[src/rtl/core/pcst_pkg.sv]
// shared types, codes and constants for the peer connection state table
// depends on nothing; used by pcst_entry_ram and peer_connection_state_table

package pcst_pkg;

    localparam int MAC_W           = 48;
    localparam int TIME_W          = 48;
    localparam int DL_W            = 49;
    localparam int TO_W            = 32;
    localparam int MAX_ENTRIES_DEF = 16;

    localparam logic [TO_W-1:0] TIMEOUT_RESET = 32'd60000;

    typedef enum logic [1:0] {
        CMD_ADD   = 2'd0,
        CMD_CLEAR = 2'd1,
        CMD_EVENT = 2'd2,
        CMD_CHECK = 2'd3
    } cmd_t;

    typedef enum logic [1:0] {
        EVT_PRIVATE_ACK  = 2'd0,
        EVT_VLAN_ACK     = 2'd1,
        EVT_BACKHAUL_ACK = 2'd2,
        EVT_DISCONNECT   = 2'd3
    } evt_kind_t;

    typedef enum logic [1:0] {
        CONN_DISC     = 2'd0,
        CONN_DETECTED = 2'd1,
        CONN_VLAN     = 2'd2,
        CONN_FULL     = 2'd3
    } conn_t;

    typedef enum logic [2:0] {
        STS_OK        = 3'd0,
        STS_NOT_FOUND = 3'd1,
        STS_FULL      = 3'd2,
        STS_TIMED_OUT = 3'd3,
        STS_NONE      = 3'd4
    } status_t;

    typedef enum logic [1:0] {
        ST_IDLE,
        ST_SCAN,
        ST_EMIT
    } fsm_t;

    // one table entry as stored in the entry memory
    typedef struct packed {
        logic [MAC_W-1:0] mac;
        conn_t            conn;
        logic [DL_W-1:0]  deadline;
    } entry_t;

    // one result item
    typedef struct packed {
        status_t          status;
        logic [MAC_W-1:0] mac;
        conn_t            new_state;
    } result_t;

endpackage

[src/rtl/core/pcst_entry_ram.sv]
// entry memory of the peer connection state table: one write port, one read port
// read data registered; depends on pcst_pkg for entry_t

module pcst_entry_ram #(
    parameter int DEPTH = pcst_pkg::MAX_ENTRIES_DEF,
    parameter int AW    = (DEPTH > 1) ? $clog2(DEPTH) : 1
) (
    input  logic             clk,
    input  logic             wr_en,
    input  logic [AW-1:0]    wr_addr,
    input  pcst_pkg::entry_t wr_data,
    input  logic [AW-1:0]    rd_addr,
    output pcst_pkg::entry_t rd_data
);

    pcst_pkg::entry_t mem [DEPTH];

    always_ff @(posedge clk)
    begin
        if (wr_en)
        begin
            mem[wr_addr] <= wr_data;
        end
    end

    always_ff @(posedge clk)
    begin
        rd_data <= mem[rd_addr];
    end

endmodule

[src/rtl/core/peer_connection_state_table.sv]
// top level of the peer connection state table: command sequencer, scan control, output register
// depends on pcst_pkg and pcst_entry_ram
//
//  channel  | handshake                 | payload
//  ---------+---------------------------+---------------------------------------------
//  in       | in_valid / in_stall       | command, mac, event_kind, now_ms
//  out      | out_valid / out_stall     | status, mac_res, new_state, last
//  cfg      | cfg_valid / cfg_ready     | cfg_data (timeout_ms)
//
// add, clear and any item on an empty table go straight to emit; event and check scan first,
//   one entry read per cycle in the scan unless out_stall holds it (single read port sets this)
// a check with several timed-out entries also waits on out_stall for each transfer
// reset empties the table through the fill count alone, no clearing pass
// one item is worked on at a time; in_stall is high until its last result is in the
//   output register, which may still be waiting while the next item is taken

module peer_connection_state_table #(
    parameter int MAX_ENTRIES = pcst_pkg::MAX_ENTRIES_DEF
) (
    input  logic                        clk,
    input  logic                        rst_n,
    // item channel
    input  logic                        in_valid,
    output logic                        in_stall,
    input  logic [1:0]                  command,
    input  logic [pcst_pkg::MAC_W-1:0]  mac,
    input  logic [1:0]                  event_kind,
    input  logic [pcst_pkg::TIME_W-1:0] now_ms,
    // result channel
    output logic                        out_valid,
    input  logic                        out_stall,
    output logic [2:0]                  status,
    output logic [pcst_pkg::MAC_W-1:0]  mac_res,
    output logic [1:0]                  new_state,
    output logic                        last,
    // timeout register write
    input  logic                        cfg_valid,
    output logic                        cfg_ready,
    input  logic [pcst_pkg::TO_W-1:0]   cfg_data
);

    localparam int IDX_W = (MAX_ENTRIES > 1) ? $clog2(MAX_ENTRIES) : 1;
    localparam int CNT_W = $clog2(MAX_ENTRIES + 1);
    localparam logic [CNT_W-1:0] CNT_MAX = CNT_W'(MAX_ENTRIES);

    // control state
    pcst_pkg::fsm_t              state_reg, state_next;
    logic [CNT_W-1:0]            count_reg, count_next;
    logic [IDX_W-1:0]            scan_idx_reg, scan_idx_next;
    logic [pcst_pkg::TO_W-1:0]   timeout_reg, timeout_next;
    logic                        pend_valid_reg, pend_valid_next;
    logic                        out_valid_reg, out_valid_next;

    // payload holding
    pcst_pkg::cmd_t              item_cmd_reg;
    logic [pcst_pkg::MAC_W-1:0]  item_mac_reg;
    pcst_pkg::evt_kind_t         item_kind_reg;
    logic [pcst_pkg::TIME_W-1:0] item_now_reg;
    pcst_pkg::result_t           pend_reg, pend_next;
    pcst_pkg::result_t           out_reg, out_next;
    logic                        out_last_reg, out_last_next;

    // control from the output block
    logic                        item_load;
    logic                        pend_load;
    logic                        out_load;
    logic                        wr_en;
    logic [IDX_W-1:0]            wr_addr;
    pcst_pkg::entry_t            wr_data;
    logic [IDX_W-1:0]            rd_addr;
    pcst_pkg::entry_t            rd_data;

    // shared decode
    logic                        in_fire;
    logic                        out_free;
    logic                        is_check;
    logic                        hit_chk;
    logic                        hit_evt;
    logic                        hold;
    logic                        scan_end;
    logic                        has_room;
    pcst_pkg::conn_t             evt_state;
    logic [pcst_pkg::DL_W-1:0]   evt_deadline;

    pcst_entry_ram #(
        .DEPTH (MAX_ENTRIES),
        .AW    (IDX_W)
    ) u_ram (
        .clk     (clk),
        .wr_en   (wr_en),
        .wr_addr (wr_addr),
        .wr_data (wr_data),
        .rd_addr (rd_addr),
        .rd_data (rd_data)
    );

    assign cfg_ready = 1'b1;
    assign in_fire   = in_valid && !in_stall;
    assign out_free  = !out_valid_reg || !out_stall;
    assign has_room  = count_reg < CNT_MAX;
    assign is_check  = item_cmd_reg == pcst_pkg::CMD_CHECK;

    // timeout test on the entry just read: half-connected and deadline reached
    assign hit_chk = (rd_data.conn == pcst_pkg::CONN_DETECTED ||
                      rd_data.conn == pcst_pkg::CONN_VLAN) &&
                     ({1'b0, item_now_reg} >= rd_data.deadline);
    assign hit_evt = rd_data.mac == item_mac_reg;

    // a second timed-out entry needs the output register for the one held back
    assign hold = is_check && hit_chk && pend_valid_reg && !out_free;

    // entry under evaluation is the last valid one
    assign scan_end = (CNT_W'(scan_idx_reg) + CNT_W'(1)) == count_reg;

    // event transition
    always_comb
    begin
        evt_deadline = '0;
        unique case (item_kind_reg)
            pcst_pkg::EVT_PRIVATE_ACK:
            begin
                evt_state    = pcst_pkg::CONN_DETECTED;
                evt_deadline = {1'b0, item_now_reg}
                             + {{(pcst_pkg::DL_W - pcst_pkg::TO_W){1'b0}}, timeout_reg};
            end
            pcst_pkg::EVT_VLAN_ACK:
            begin
                evt_state    = pcst_pkg::CONN_VLAN;
                evt_deadline = {1'b0, item_now_reg}
                             + {{(pcst_pkg::DL_W - pcst_pkg::TO_W){1'b0}}, timeout_reg};
            end
            pcst_pkg::EVT_BACKHAUL_ACK:
            begin
                evt_state = pcst_pkg::CONN_FULL;
            end
            pcst_pkg::EVT_DISCONNECT:
            begin
                evt_state = pcst_pkg::CONN_DISC;
            end
        endcase
    end

    // next state
    always_comb
    begin
        state_next = state_reg;
        unique case (state_reg)
            pcst_pkg::ST_IDLE:
            begin
                if (in_fire)
                begin
                    if (pcst_pkg::cmd_t'(command) == pcst_pkg::CMD_ADD ||
                        pcst_pkg::cmd_t'(command) == pcst_pkg::CMD_CLEAR ||
                        count_reg == '0)
                    begin
                        state_next = pcst_pkg::ST_EMIT;
                    end
                    else
                    begin
                        state_next = pcst_pkg::ST_SCAN;
                    end
                end
            end
            pcst_pkg::ST_SCAN:
            begin
                if (!hold && ((!is_check && hit_evt) || scan_end))
                begin
                    state_next = pcst_pkg::ST_EMIT;
                end
            end
            pcst_pkg::ST_EMIT:
            begin
                if (out_free)
                begin
                    state_next = pcst_pkg::ST_IDLE;
                end
            end
            default:
            begin
                state_next = pcst_pkg::ST_IDLE;
            end
        endcase
    end

    // outputs and datapath control
    always_comb
    begin
        in_stall        = 1'b1;
        item_load       = 1'b0;
        rd_addr         = '0;
        wr_en           = 1'b0;
        wr_addr         = scan_idx_reg;
        wr_data         = rd_data;
        count_next      = count_reg;
        scan_idx_next   = scan_idx_reg;
        pend_load       = 1'b0;
        pend_valid_next = pend_valid_reg;
        pend_next       = pend_reg;
        out_load        = 1'b0;
        out_next        = pend_reg;
        out_last_next   = 1'b1;

        unique case (state_reg)
            pcst_pkg::ST_IDLE:
            begin
                in_stall      = 1'b0;
                scan_idx_next = '0;
                if (in_fire)
                begin
                    item_load       = 1'b1;
                    pend_load       = 1'b1;
                    pend_valid_next = 1'b1;
                    pend_next       = '{status: pcst_pkg::STS_OK, mac: '0,
                                        new_state: pcst_pkg::CONN_DISC};
                    unique case (pcst_pkg::cmd_t'(command))
                        pcst_pkg::CMD_ADD:
                        begin
                            pend_next.mac = mac;
                            if (has_room)
                            begin
                                wr_en      = 1'b1;
                                wr_addr    = count_reg[IDX_W-1:0];
                                wr_data    = '{mac: mac, conn: pcst_pkg::CONN_DISC,
                                               deadline: '0};
                                count_next = count_reg + CNT_W'(1);
                            end
                            else
                            begin
                                pend_next.status = pcst_pkg::STS_FULL;
                            end
                        end
                        pcst_pkg::CMD_CLEAR:
                        begin
                            count_next = '0;
                        end
                        pcst_pkg::CMD_EVENT:
                        begin
                            pend_next.status = pcst_pkg::STS_NOT_FOUND;
                        end
                        pcst_pkg::CMD_CHECK:
                        begin
                            // nothing held yet unless the table is empty
                            pend_next.status = pcst_pkg::STS_NONE;
                            pend_valid_next  = count_reg == '0;
                        end
                    endcase
                end
            end
            pcst_pkg::ST_SCAN:
            begin
                rd_addr = hold ? scan_idx_reg : scan_idx_reg + IDX_W'(1);
                if (!hold)
                begin
                    scan_idx_next = scan_idx_reg + IDX_W'(1);
                end
                if (is_check)
                begin
                    if (hit_chk && !hold)
                    begin
                        wr_en   = 1'b1;
                        wr_data = '{mac: rd_data.mac, conn: pcst_pkg::CONN_DISC,
                                    deadline: '0};
                        // the held entry is not the final one: send it on
                        out_load        = pend_valid_reg;
                        out_last_next   = 1'b0;
                        pend_load       = 1'b1;
                        pend_valid_next = 1'b1;
                        pend_next       = '{status: pcst_pkg::STS_TIMED_OUT,
                                            mac: rd_data.mac,
                                            new_state: pcst_pkg::CONN_DISC};
                    end
                    else if (!hit_chk && scan_end && !pend_valid_reg)
                    begin
                        pend_load       = 1'b1;
                        pend_valid_next = 1'b1;
                        pend_next       = '{status: pcst_pkg::STS_NONE, mac: '0,
                                            new_state: pcst_pkg::CONN_DISC};
                    end
                end
                else if (hit_evt)
                begin
                    wr_en           = 1'b1;
                    wr_data         = '{mac: rd_data.mac, conn: evt_state,
                                        deadline: evt_deadline};
                    pend_load       = 1'b1;
                    pend_valid_next = 1'b1;
                    pend_next       = '{status: pcst_pkg::STS_OK, mac: rd_data.mac,
                                        new_state: evt_state};
                end
                // no match by the end keeps the not-found result loaded at accept
            end
            pcst_pkg::ST_EMIT:
            begin
                if (out_free)
                begin
                    out_load        = 1'b1;
                    out_last_next   = 1'b1;
                    pend_load       = 1'b1;
                    pend_valid_next = 1'b0;
                end
            end
            default:
            begin
                in_stall = 1'b1;
            end
        endcase
    end

    always_comb
    begin
        timeout_next = timeout_reg;
        if (cfg_valid && cfg_ready)
        begin
            timeout_next = cfg_data;
        end
    end

    always_comb
    begin
        if (out_load)
        begin
            out_valid_next = 1'b1;
        end
        else if (!out_stall)
        begin
            out_valid_next = 1'b0;
        end
        else
        begin
            out_valid_next = out_valid_reg;
        end
    end

    always_ff @(posedge clk or negedge rst_n)
    begin
        if (!rst_n)
        begin
            state_reg      <= pcst_pkg::ST_IDLE;
            count_reg      <= '0;
            scan_idx_reg   <= '0;
            timeout_reg    <= pcst_pkg::TIMEOUT_RESET;
            pend_valid_reg <= 1'b0;
            out_valid_reg  <= 1'b0;
        end
        else
        begin
            state_reg     <= state_next;
            count_reg     <= count_next;
            scan_idx_reg  <= scan_idx_next;
            timeout_reg   <= timeout_next;
            out_valid_reg <= out_valid_next;
            if (pend_load)
            begin
                pend_valid_reg <= pend_valid_next;
            end
        end
    end

    always_ff @(posedge clk)
    begin
        if (item_load)
        begin
            item_cmd_reg  <= pcst_pkg::cmd_t'(command);
            item_mac_reg  <= mac;
            item_kind_reg <= pcst_pkg::evt_kind_t'(event_kind);
            item_now_reg  <= now_ms;
        end
        if (pend_load)
        begin
            pend_reg <= pend_next;
        end
        if (out_load)
        begin
            out_reg      <= out_next;
            out_last_reg <= out_last_next;
        end
    end

    assign out_valid = out_valid_reg;
    assign status    = out_reg.status;
    assign mac_res   = out_reg.mac;
    assign new_state = out_reg.new_state;
    assign last      = out_last_reg;

    // fill count stays within the table
    a_count_range: assert property (@(posedge clk) disable iff (!rst_n)
        count_reg <= CNT_MAX)
        else $error("entry count beyond table size");

    // a scan is only started on a non-empty table
    a_scan_nonempty: assert property (@(posedge clk) disable iff (!rst_n)
        state_reg == pcst_pkg::ST_SCAN |-> count_reg != '0)
        else $error("scan running on empty table");

    // write-back never hits the entry being read in the same cycle
    a_no_rw_overlap: assert property (@(posedge clk) disable iff (!rst_n)
        (wr_en && state_reg == pcst_pkg::ST_SCAN) |-> wr_addr != rd_addr)
        else $error("write-back collides with scan read");

    // a waiting result is never overwritten
    a_out_no_overwrite: assert property (@(posedge clk) disable iff (!rst_n)
        (out_valid_reg && out_stall) |-> !out_load)
        else $error("output register overwritten while stalled");

    // the final result of an item is held when its transfer is due
    a_emit_pending: assert property (@(posedge clk) disable iff (!rst_n)
        state_reg == pcst_pkg::ST_EMIT |-> pend_valid_reg)
        else $error("final result missing");

endmodule
[config.mk]
export PLATFORM = sky130hd
export DESIGN_NAME = peer_connection_state_table
export DESIGN_NICKNAME = d
export VERILOG_FILES = /design/src/rtl/core/pcst_pkg.sv /design/src/rtl/core/pcst_entry_ram.sv /design/src/rtl/core/peer_connection_state_table.sv
export SDC_FILE = /design/constraint.sdc
export NUM_CORES = 2
export LEC_CHECK = 0
export ABC_CLOCK_PERIOD_IN_PS = 35200
export BUFFER_PORTS_ARGS = -buffer_cell sky130_fd_sc_hd__buf_2
export CORE_ASPECT_RATIO = 1.4
export CORE_MARGIN = 3
export CORE_UTILIZATION = 45
export DETAILED_ROUTE_END_ITERATION = 16
export PLACE_DENSITY_LB_ADDON = 0.05
export SLEW_MARGIN = 20
export SYNTH_ARGS = -nofsm -noshare
export SYNTH_HDL_FRONTEND = slang
export SYNTH_SLANG_ARGS = --single-unit
export TNS_END_PERCENT = 1
[constraint.sdc]
create_clock -name clk -period 35.2 [get_ports clk]
set_input_delay 7.04 -clock clk [delete_from_list [all_inputs] [get_ports clk]]
set_output_delay 7.04 -clock clk [all_outputs]
set_load 0.02 [all_outputs]
# Word level (Yosys, flattened, before mapping)
# Memory sizes are Yosys's and may differ from the RTL's. A register that Yosys moved wholly into a read port is not among the register bits.
# Index checks and enable logic that the tools add are counted.
dict set report op_classes {
  add_sub_neg 4
  magnitude_cmp 2
  muxes 63
  n_eq_ne 20
  n_reduce_logical 35
}
# op count
set ops {}
lappend ops {{2-to-1 mux 99 bit} 3}
lappend ops {{2-to-1 mux 53 bit} 5}
lappend ops {{one-hot mux 99 bit (2 select lines)} 1}
lappend ops {{2-to-1 mux 51 bit} 3}
lappend ops {{one-hot mux 53 bit (2 select lines)} 1}
lappend ops {{adder 48 x 32 -> 49 bit} 1}
lappend ops {{greater-or-equal comparator 48 x 49 -> 1 bit} 1}
lappend ops {{2-to-1 mux 49 bit} 1}
lappend ops {{== test 48 bit} 1}
lappend ops {{2-to-1 mux 48 bit} 1}
lappend ops {{2-to-1 mux 1 bit} 27}
lappend ops {{2-to-1 mux 4 bit} 6}
lappend ops {{== test 2 bit (second input constant)} 7}
lappend ops {{logical AND 1 bit} 10}
lappend ops {{2-to-1 mux 2 bit} 5}
lappend ops {{one-hot mux 5 bit (2 select lines)} 1}
lappend ops {{one-hot mux 3 bit (3 select lines)} 1}
lappend ops {{== test 2 x 1 -> 1 bit (second input constant)} 4}
lappend ops {{inequality test 2 bit (second input constant)} 4}
lappend ops {{one-hot mux 2 bit (4 select lines)} 1}
lappend ops {{one-hot mux 4 bit (2 select lines)} 1}
lappend ops {{logical NOT 1 bit} 7}
lappend ops {{logical NOT 2 bit} 3}
lappend ops {{one-hot mux 1 bit (3 select lines)} 2}
lappend ops {{other kinds (21)} 27}
dict set report totals {
  input_bits 137
  mem_bits_rw 1584
  n_memories 1
  register_bits 252
  elab_cells 142
  output_inout_bits 57
}
# memory words width read_ports rd_clocked_by_memory_dff wr line
set memory_table {}
lappend memory_table {u_ram.mem 16 99 1 1 1 pcst_entry_ram.sv:16} ;# pcst_pkg::entry_t mem [DEPTH];

# Logic depth before layout (Yosys ltp)
dict set report depth {
  word_depth 13
  mapped_depth 15
  depth_no_buf 11
}

# Hierarchy
# A second synthesis with hierarchy kept.
dict set report hier_totals {
  cells_unflattened 3792
  area_unflattened_um2 75667.6
}
# mod seq_area_each_um2 n_inst cells_per_inst area_per_inst_um2
set by_module_without_submodules {}
lappend by_module_without_submodules {pcst_entry_ram 49547.5 1 2534 61211.2}
lappend by_module_without_submodules {peer_connection_state_table 7350.8 1 1258 14456.4}

# Least setup slack after synthesis
# OpenSTA, ideal clock, no wires.
dict set report synth_path {
  kind {input to register}
  startpoint {input port in_valid}
  endpoint {memory u_ram.mem[13][0] (netlist name) (enable)}
  setup_time_ns 0.678
  n_path_buf 2
  t_arrival_ns 17.344
  path_slack_ns 17.179
  required_time_ns 34.522
  stages 7
  path_cell_list {and2_1 -> nand2_1 -> nor3_1 -> clkbuf_1 -> clkbuf_1 -> a31oi_1 -> nor3_1}
}
dict set report synth_via {
  elab_chain_len 5
  elab_cells_between_ends 7
  classes_between {mux: 6; reduce/logical: 1}
}
# item line
set synth_lines {}
lappend synth_lines {{start, declared} peer_connection_state_table.sv:23} ;# input logic in_valid,
lappend synth_lines {{logical AND 1 bit (*)} peer_connection_state_table.sv:98} ;# assign in_fire = in_valid && !in_stall;
lappend synth_lines {{2-to-1 mux 1 bit} peer_connection_state_table.sv:208} ;# if (in_fire)
lappend synth_lines {{one-hot mux 1 bit (2 select lines)} peer_connection_state_table.sv:203} ;# unique case (state_reg)
lappend synth_lines {{2-to-1 mux 1 bit} pcst_entry_ram.sv:20} ;# if (wr_en)
lappend synth_lines {{2-to-1 mux 1 bit (not written as such)} pcst_entry_ram.sv:22} ;# mem[wr_addr] <= wr_data;
lappend synth_lines {{end, declared} pcst_entry_ram.sv:16}
# Every way passes the cells marked *; elsewhere a longest branch is shown, timed or not.

# Final worst setup path
dict set report layout_path {
  startpoint {input port in_valid}
  endpoint {memory u_ram.mem[4][26] (netlist name) (enable)}
}
# The elaborated chain is that of the path after synthesis.

==> summary.md <==
| Metric | Value |
|---|---|
| Initial antenna violation count | `5` |
| Count leader, synth | `edfxtp_1` |
| Layout cells sized above 1 | `31.9%` |
| Synth async-reset ratio | `2.33%` |
| I/O Buffers | `192` |
| ANT nets after route | `0` |
| Pin count of the biggest net entering global routing | `171` |
| Final min period | `11.37 ns` |
| Fin cells | `7135` |
| Die span in y | `498 um` |
| Worst-Skew Late Latency | `0.83 ns` |
| Worst R2R Start | `item_now_reg[46]` |
| Area contributors post-synth | `edfxtp_1, mux2_2, o22ai_1, dfxtp_1, ha_1` |
| Grt total ovfl | `0` |
| Total routed wirelength | `204 mm` |
| Max Cap Violations | `0` |
| Most used cell, CP | `buf_4` |
| CTS tree | `done` |
| DR vias/cell | `5.78` |
| Pre-CTS setup slack | `22.91 ns` |
| CTS Buffer Depth | `3` |
| Vias in the first global route | `42.5k` |
| Nets | `4938` |
| Post-synth EDFFs | `1791` |
| Setup violators final | `0` |
| Layout Utilization | `51.2%` |
| CP Launch Point | `in_valid` |
| Vias | `41.2k` |
| Clock sinks | `1935` |
| Top reg by flops | `u_ram.mem` |
| Outcome | `finished clean` |
| Residual DRC | `0` |
| Avg Cell Area, Syn | `17.4 um^2` |
| Die width | `357 um` |
| Post-Syn Area | `77700 um^2` |
| Register bit total from synthesis | `1935` |
| Post-DP Area | `81300 um^2` |
| Post-CTS setup buffer count | `0` |
| Synth Net Count | `4686` |
| Max reg flops | `1584` |
| Total track usage | `22.8%` |
| Final instance area | `87500 um^2` |
| Prevailing post-synth register cell | `edfxtp_1` |
| Synth Instances | `4456` |
| Hold Buf Count CTS | `0` |
| Register area share after synthesis | `73.2%` |
| Final critical-path share of the clock period | `32.3%` |
| DR WL/cell | `28.6 um` |
| Worst Max-Slew Pin Slew | `1.13 ns` |
| Die ar. | `178000 um^2` |
| CP Capture Type | `register` |
| CP max stage cell | `buf_4` |
| Synth top area share | `69.2%` |
| Area delta synth->final | `12.6%` |
| Hold Violations, Final | `0` |
| Buf/Inv on CP | `4` |
| Startpoint class of the critical path | `input port` |
| Critical path type | `input port to register` |
| RSZ-0062 raised after global routing | `no` |
| Synth cell types | `71` |
| Rows | `179` |
| Worst hold path class | `register to register` |
| Final Slew Violations | `0` |
| Area of the core | `171000 um^2` |
| Leak | `28.9 nW` |
| Synth cell count leaders | `edfxtp_1, mux2_2, o22ai_1, clkbuf_1, a22o_1` |
| First-pass GRT wire length | `296 mm` |
| Drt initial violations | `3089` |
| Crit path cell chain | `buf_2, and2_4, nand2_1, nor3_2, buf_4, a32oi_1, nand2b_1, nor2_4, buf_4, buf_4` |
| CP max stage delay | `0.92 ns` |
| Post-CTS Resized | `0` |
| Worst-path maximum fanout | `55` |
| Detailed Place HPWL | `117 mm` |
| Final WS setup | `23.83 ns` |
| H-tree depth | `4` |
| Synth area leader | `edfxtp_1` |
| Initial Util | `45.5%` |
| CP Data Arrival Time | `11.79 ns` |
| RD Place Congestion | `0.826` |
| PD cells | `74.7 nW/um^2` |
| Total CTS buffers | `186` |
| Top cell family by delay on the critical path | `buffers and inverters` |
| Fmax | `87.9 MHz` |
| Total number of yosys warnings | `0` |
| Crit path required time | `35.62 ns` |
| Hold path startpoint | `out_next[21]` |
| Cells after DPL | `6781` |
| CTS root buf | `clkbuf_16` |
| Skew final | `0.0340 ns` |
| Reg clk slew, reported paths | `0.06 ns` |
| Max_slew headroom | `24.5%` |
| Fillers | `14.0k` |
| # IOs | `194` |
| Setup tns final | `0 ns` |
| Initial DRT Pass Iterations | `7` |
| Worst vdd rail ir drop | `0.0543 mV` |
-- report_power, final --
part,switching [mW],internal (mW)
logic,0.917,0.488
registers,0.132,2.99
clock network,0.858,1.15
-- worst register-to-register path: stages (launching register included) --
cell and delay (ns):
edfxtp_1 0.51, ha_1 0.37, nand4b_1 0.20, or4_1 0.68
nor2_1 0.45, o31a_1 0.66, nor3_1 0.31, o31ai_1 0.90
a41oi_1 0.23, nand2b_1 0.36, nor2_4 0.61, buf_4 0.93
buf_4 0.75
-- final timing paths --
check                           slack, ns  cells after the start                 to
worst max-delay path                23.83                     10   u_ram.mem[4][26]
worst min-delay path                 0.42                      0        mac_res[19]
worst max register to register      27.86                     12  u_ram.mem[10][93]
worst min register to register       0.42                      0        mac_res[19]
max in group asynchronous           28.31                      2    timeout_reg[27]
min in group asynchronous            6.38                      2     timeout_reg[7]
-- cells in the final DEF, fill, tap and decap left out, types with 14 or more instances in the layout --
master,synthesis,final
a21o_1,26,26
a21oi_1,55,55
a22o_1,106,106
and3_1,14,14
buf_2,35,192
buf_4,50,104
bufinv_16,0,14
clkbuf_1,112,46
clkbuf_16,0,189
clkbuf_8,0,26
clkinv_1,0,18
clkinv_2,0,35
dfrtp_1,38,38
dfxtp_1,99,99
edfxtp_1,1791,1791
ha_1,92,92
inv_1,81,81
mux2_2,819,819
nand2_1,92,91
nand3_1,36,36
nand4_1,19,19
nor2_1,66,51
nor2_4,0,15
nor3_1,30,23
nor4_1,25,25
nor4_2,90,90
o21ai_0,74,68
o22ai_1,401,401
xnor2_1,20,20
xor2_1,61,61
-- cell type report --
cell class	instances	area, um^2	share of cell area, %
Inverter	81	304	0.347
Clock buffer	261	5260	6.01
Sequential cell	1935	56900	65.0
Multi-Input combinational cell	2204	19500	22.2
Tap cell	2262	2830	3.23
Clock inverter	88	925	1.06
Timing Repair Buffer	300	1820	2.08
Antenna cell	4	10.0	0.0114
-- kinds of logic after synthesis --
| family | Yosys count | share of synthesized area [%] |
|---|---|---|
| compound gates | 763 | 6.57 |
| xor+xnor | 81 | 0.913 |
| fa+ha+maj | 93 | 1.51 |
| buf+inv | 317 | 2.10 |
| flops | 1935 | 73.2 |
| mux | 834 | 12.1 |
| other cells | 1 | 0.00482 |
| simple gates | 432 | 3.64 |
-- layer usage --
| metal | wire length, um | global-route usage [%] | up-vias |
|---|---|---|---|
| met4 | 6160 | 7.13 | 0 |
| met2 | 99900 | 37.9 | 1082 |
| met3 | 8560 | 2.98 | 287 |
| met1 | 89500 | 31.1 | 21500 |
| met5 | 0 | 0 | - |
| li1 | - | - | 18300 |
-- through the flow --
| step | hold slack [ns] | power [mW] |
|---|---|---|
| 5_1_grt | 0.420 | 6.81 |
| 6_report | 0.416 | 6.54 |
| 3_5_place_dp | 0.405 | 4.58 |
| 2_1_floorplan | 0.400 | 4.06 |
| 3_3_place_gp | 0.401 | 4.57 |
| 4_1_cts | 0.418 | 6.60 |
Note: power is estimated with default switching activity, not from simulation.
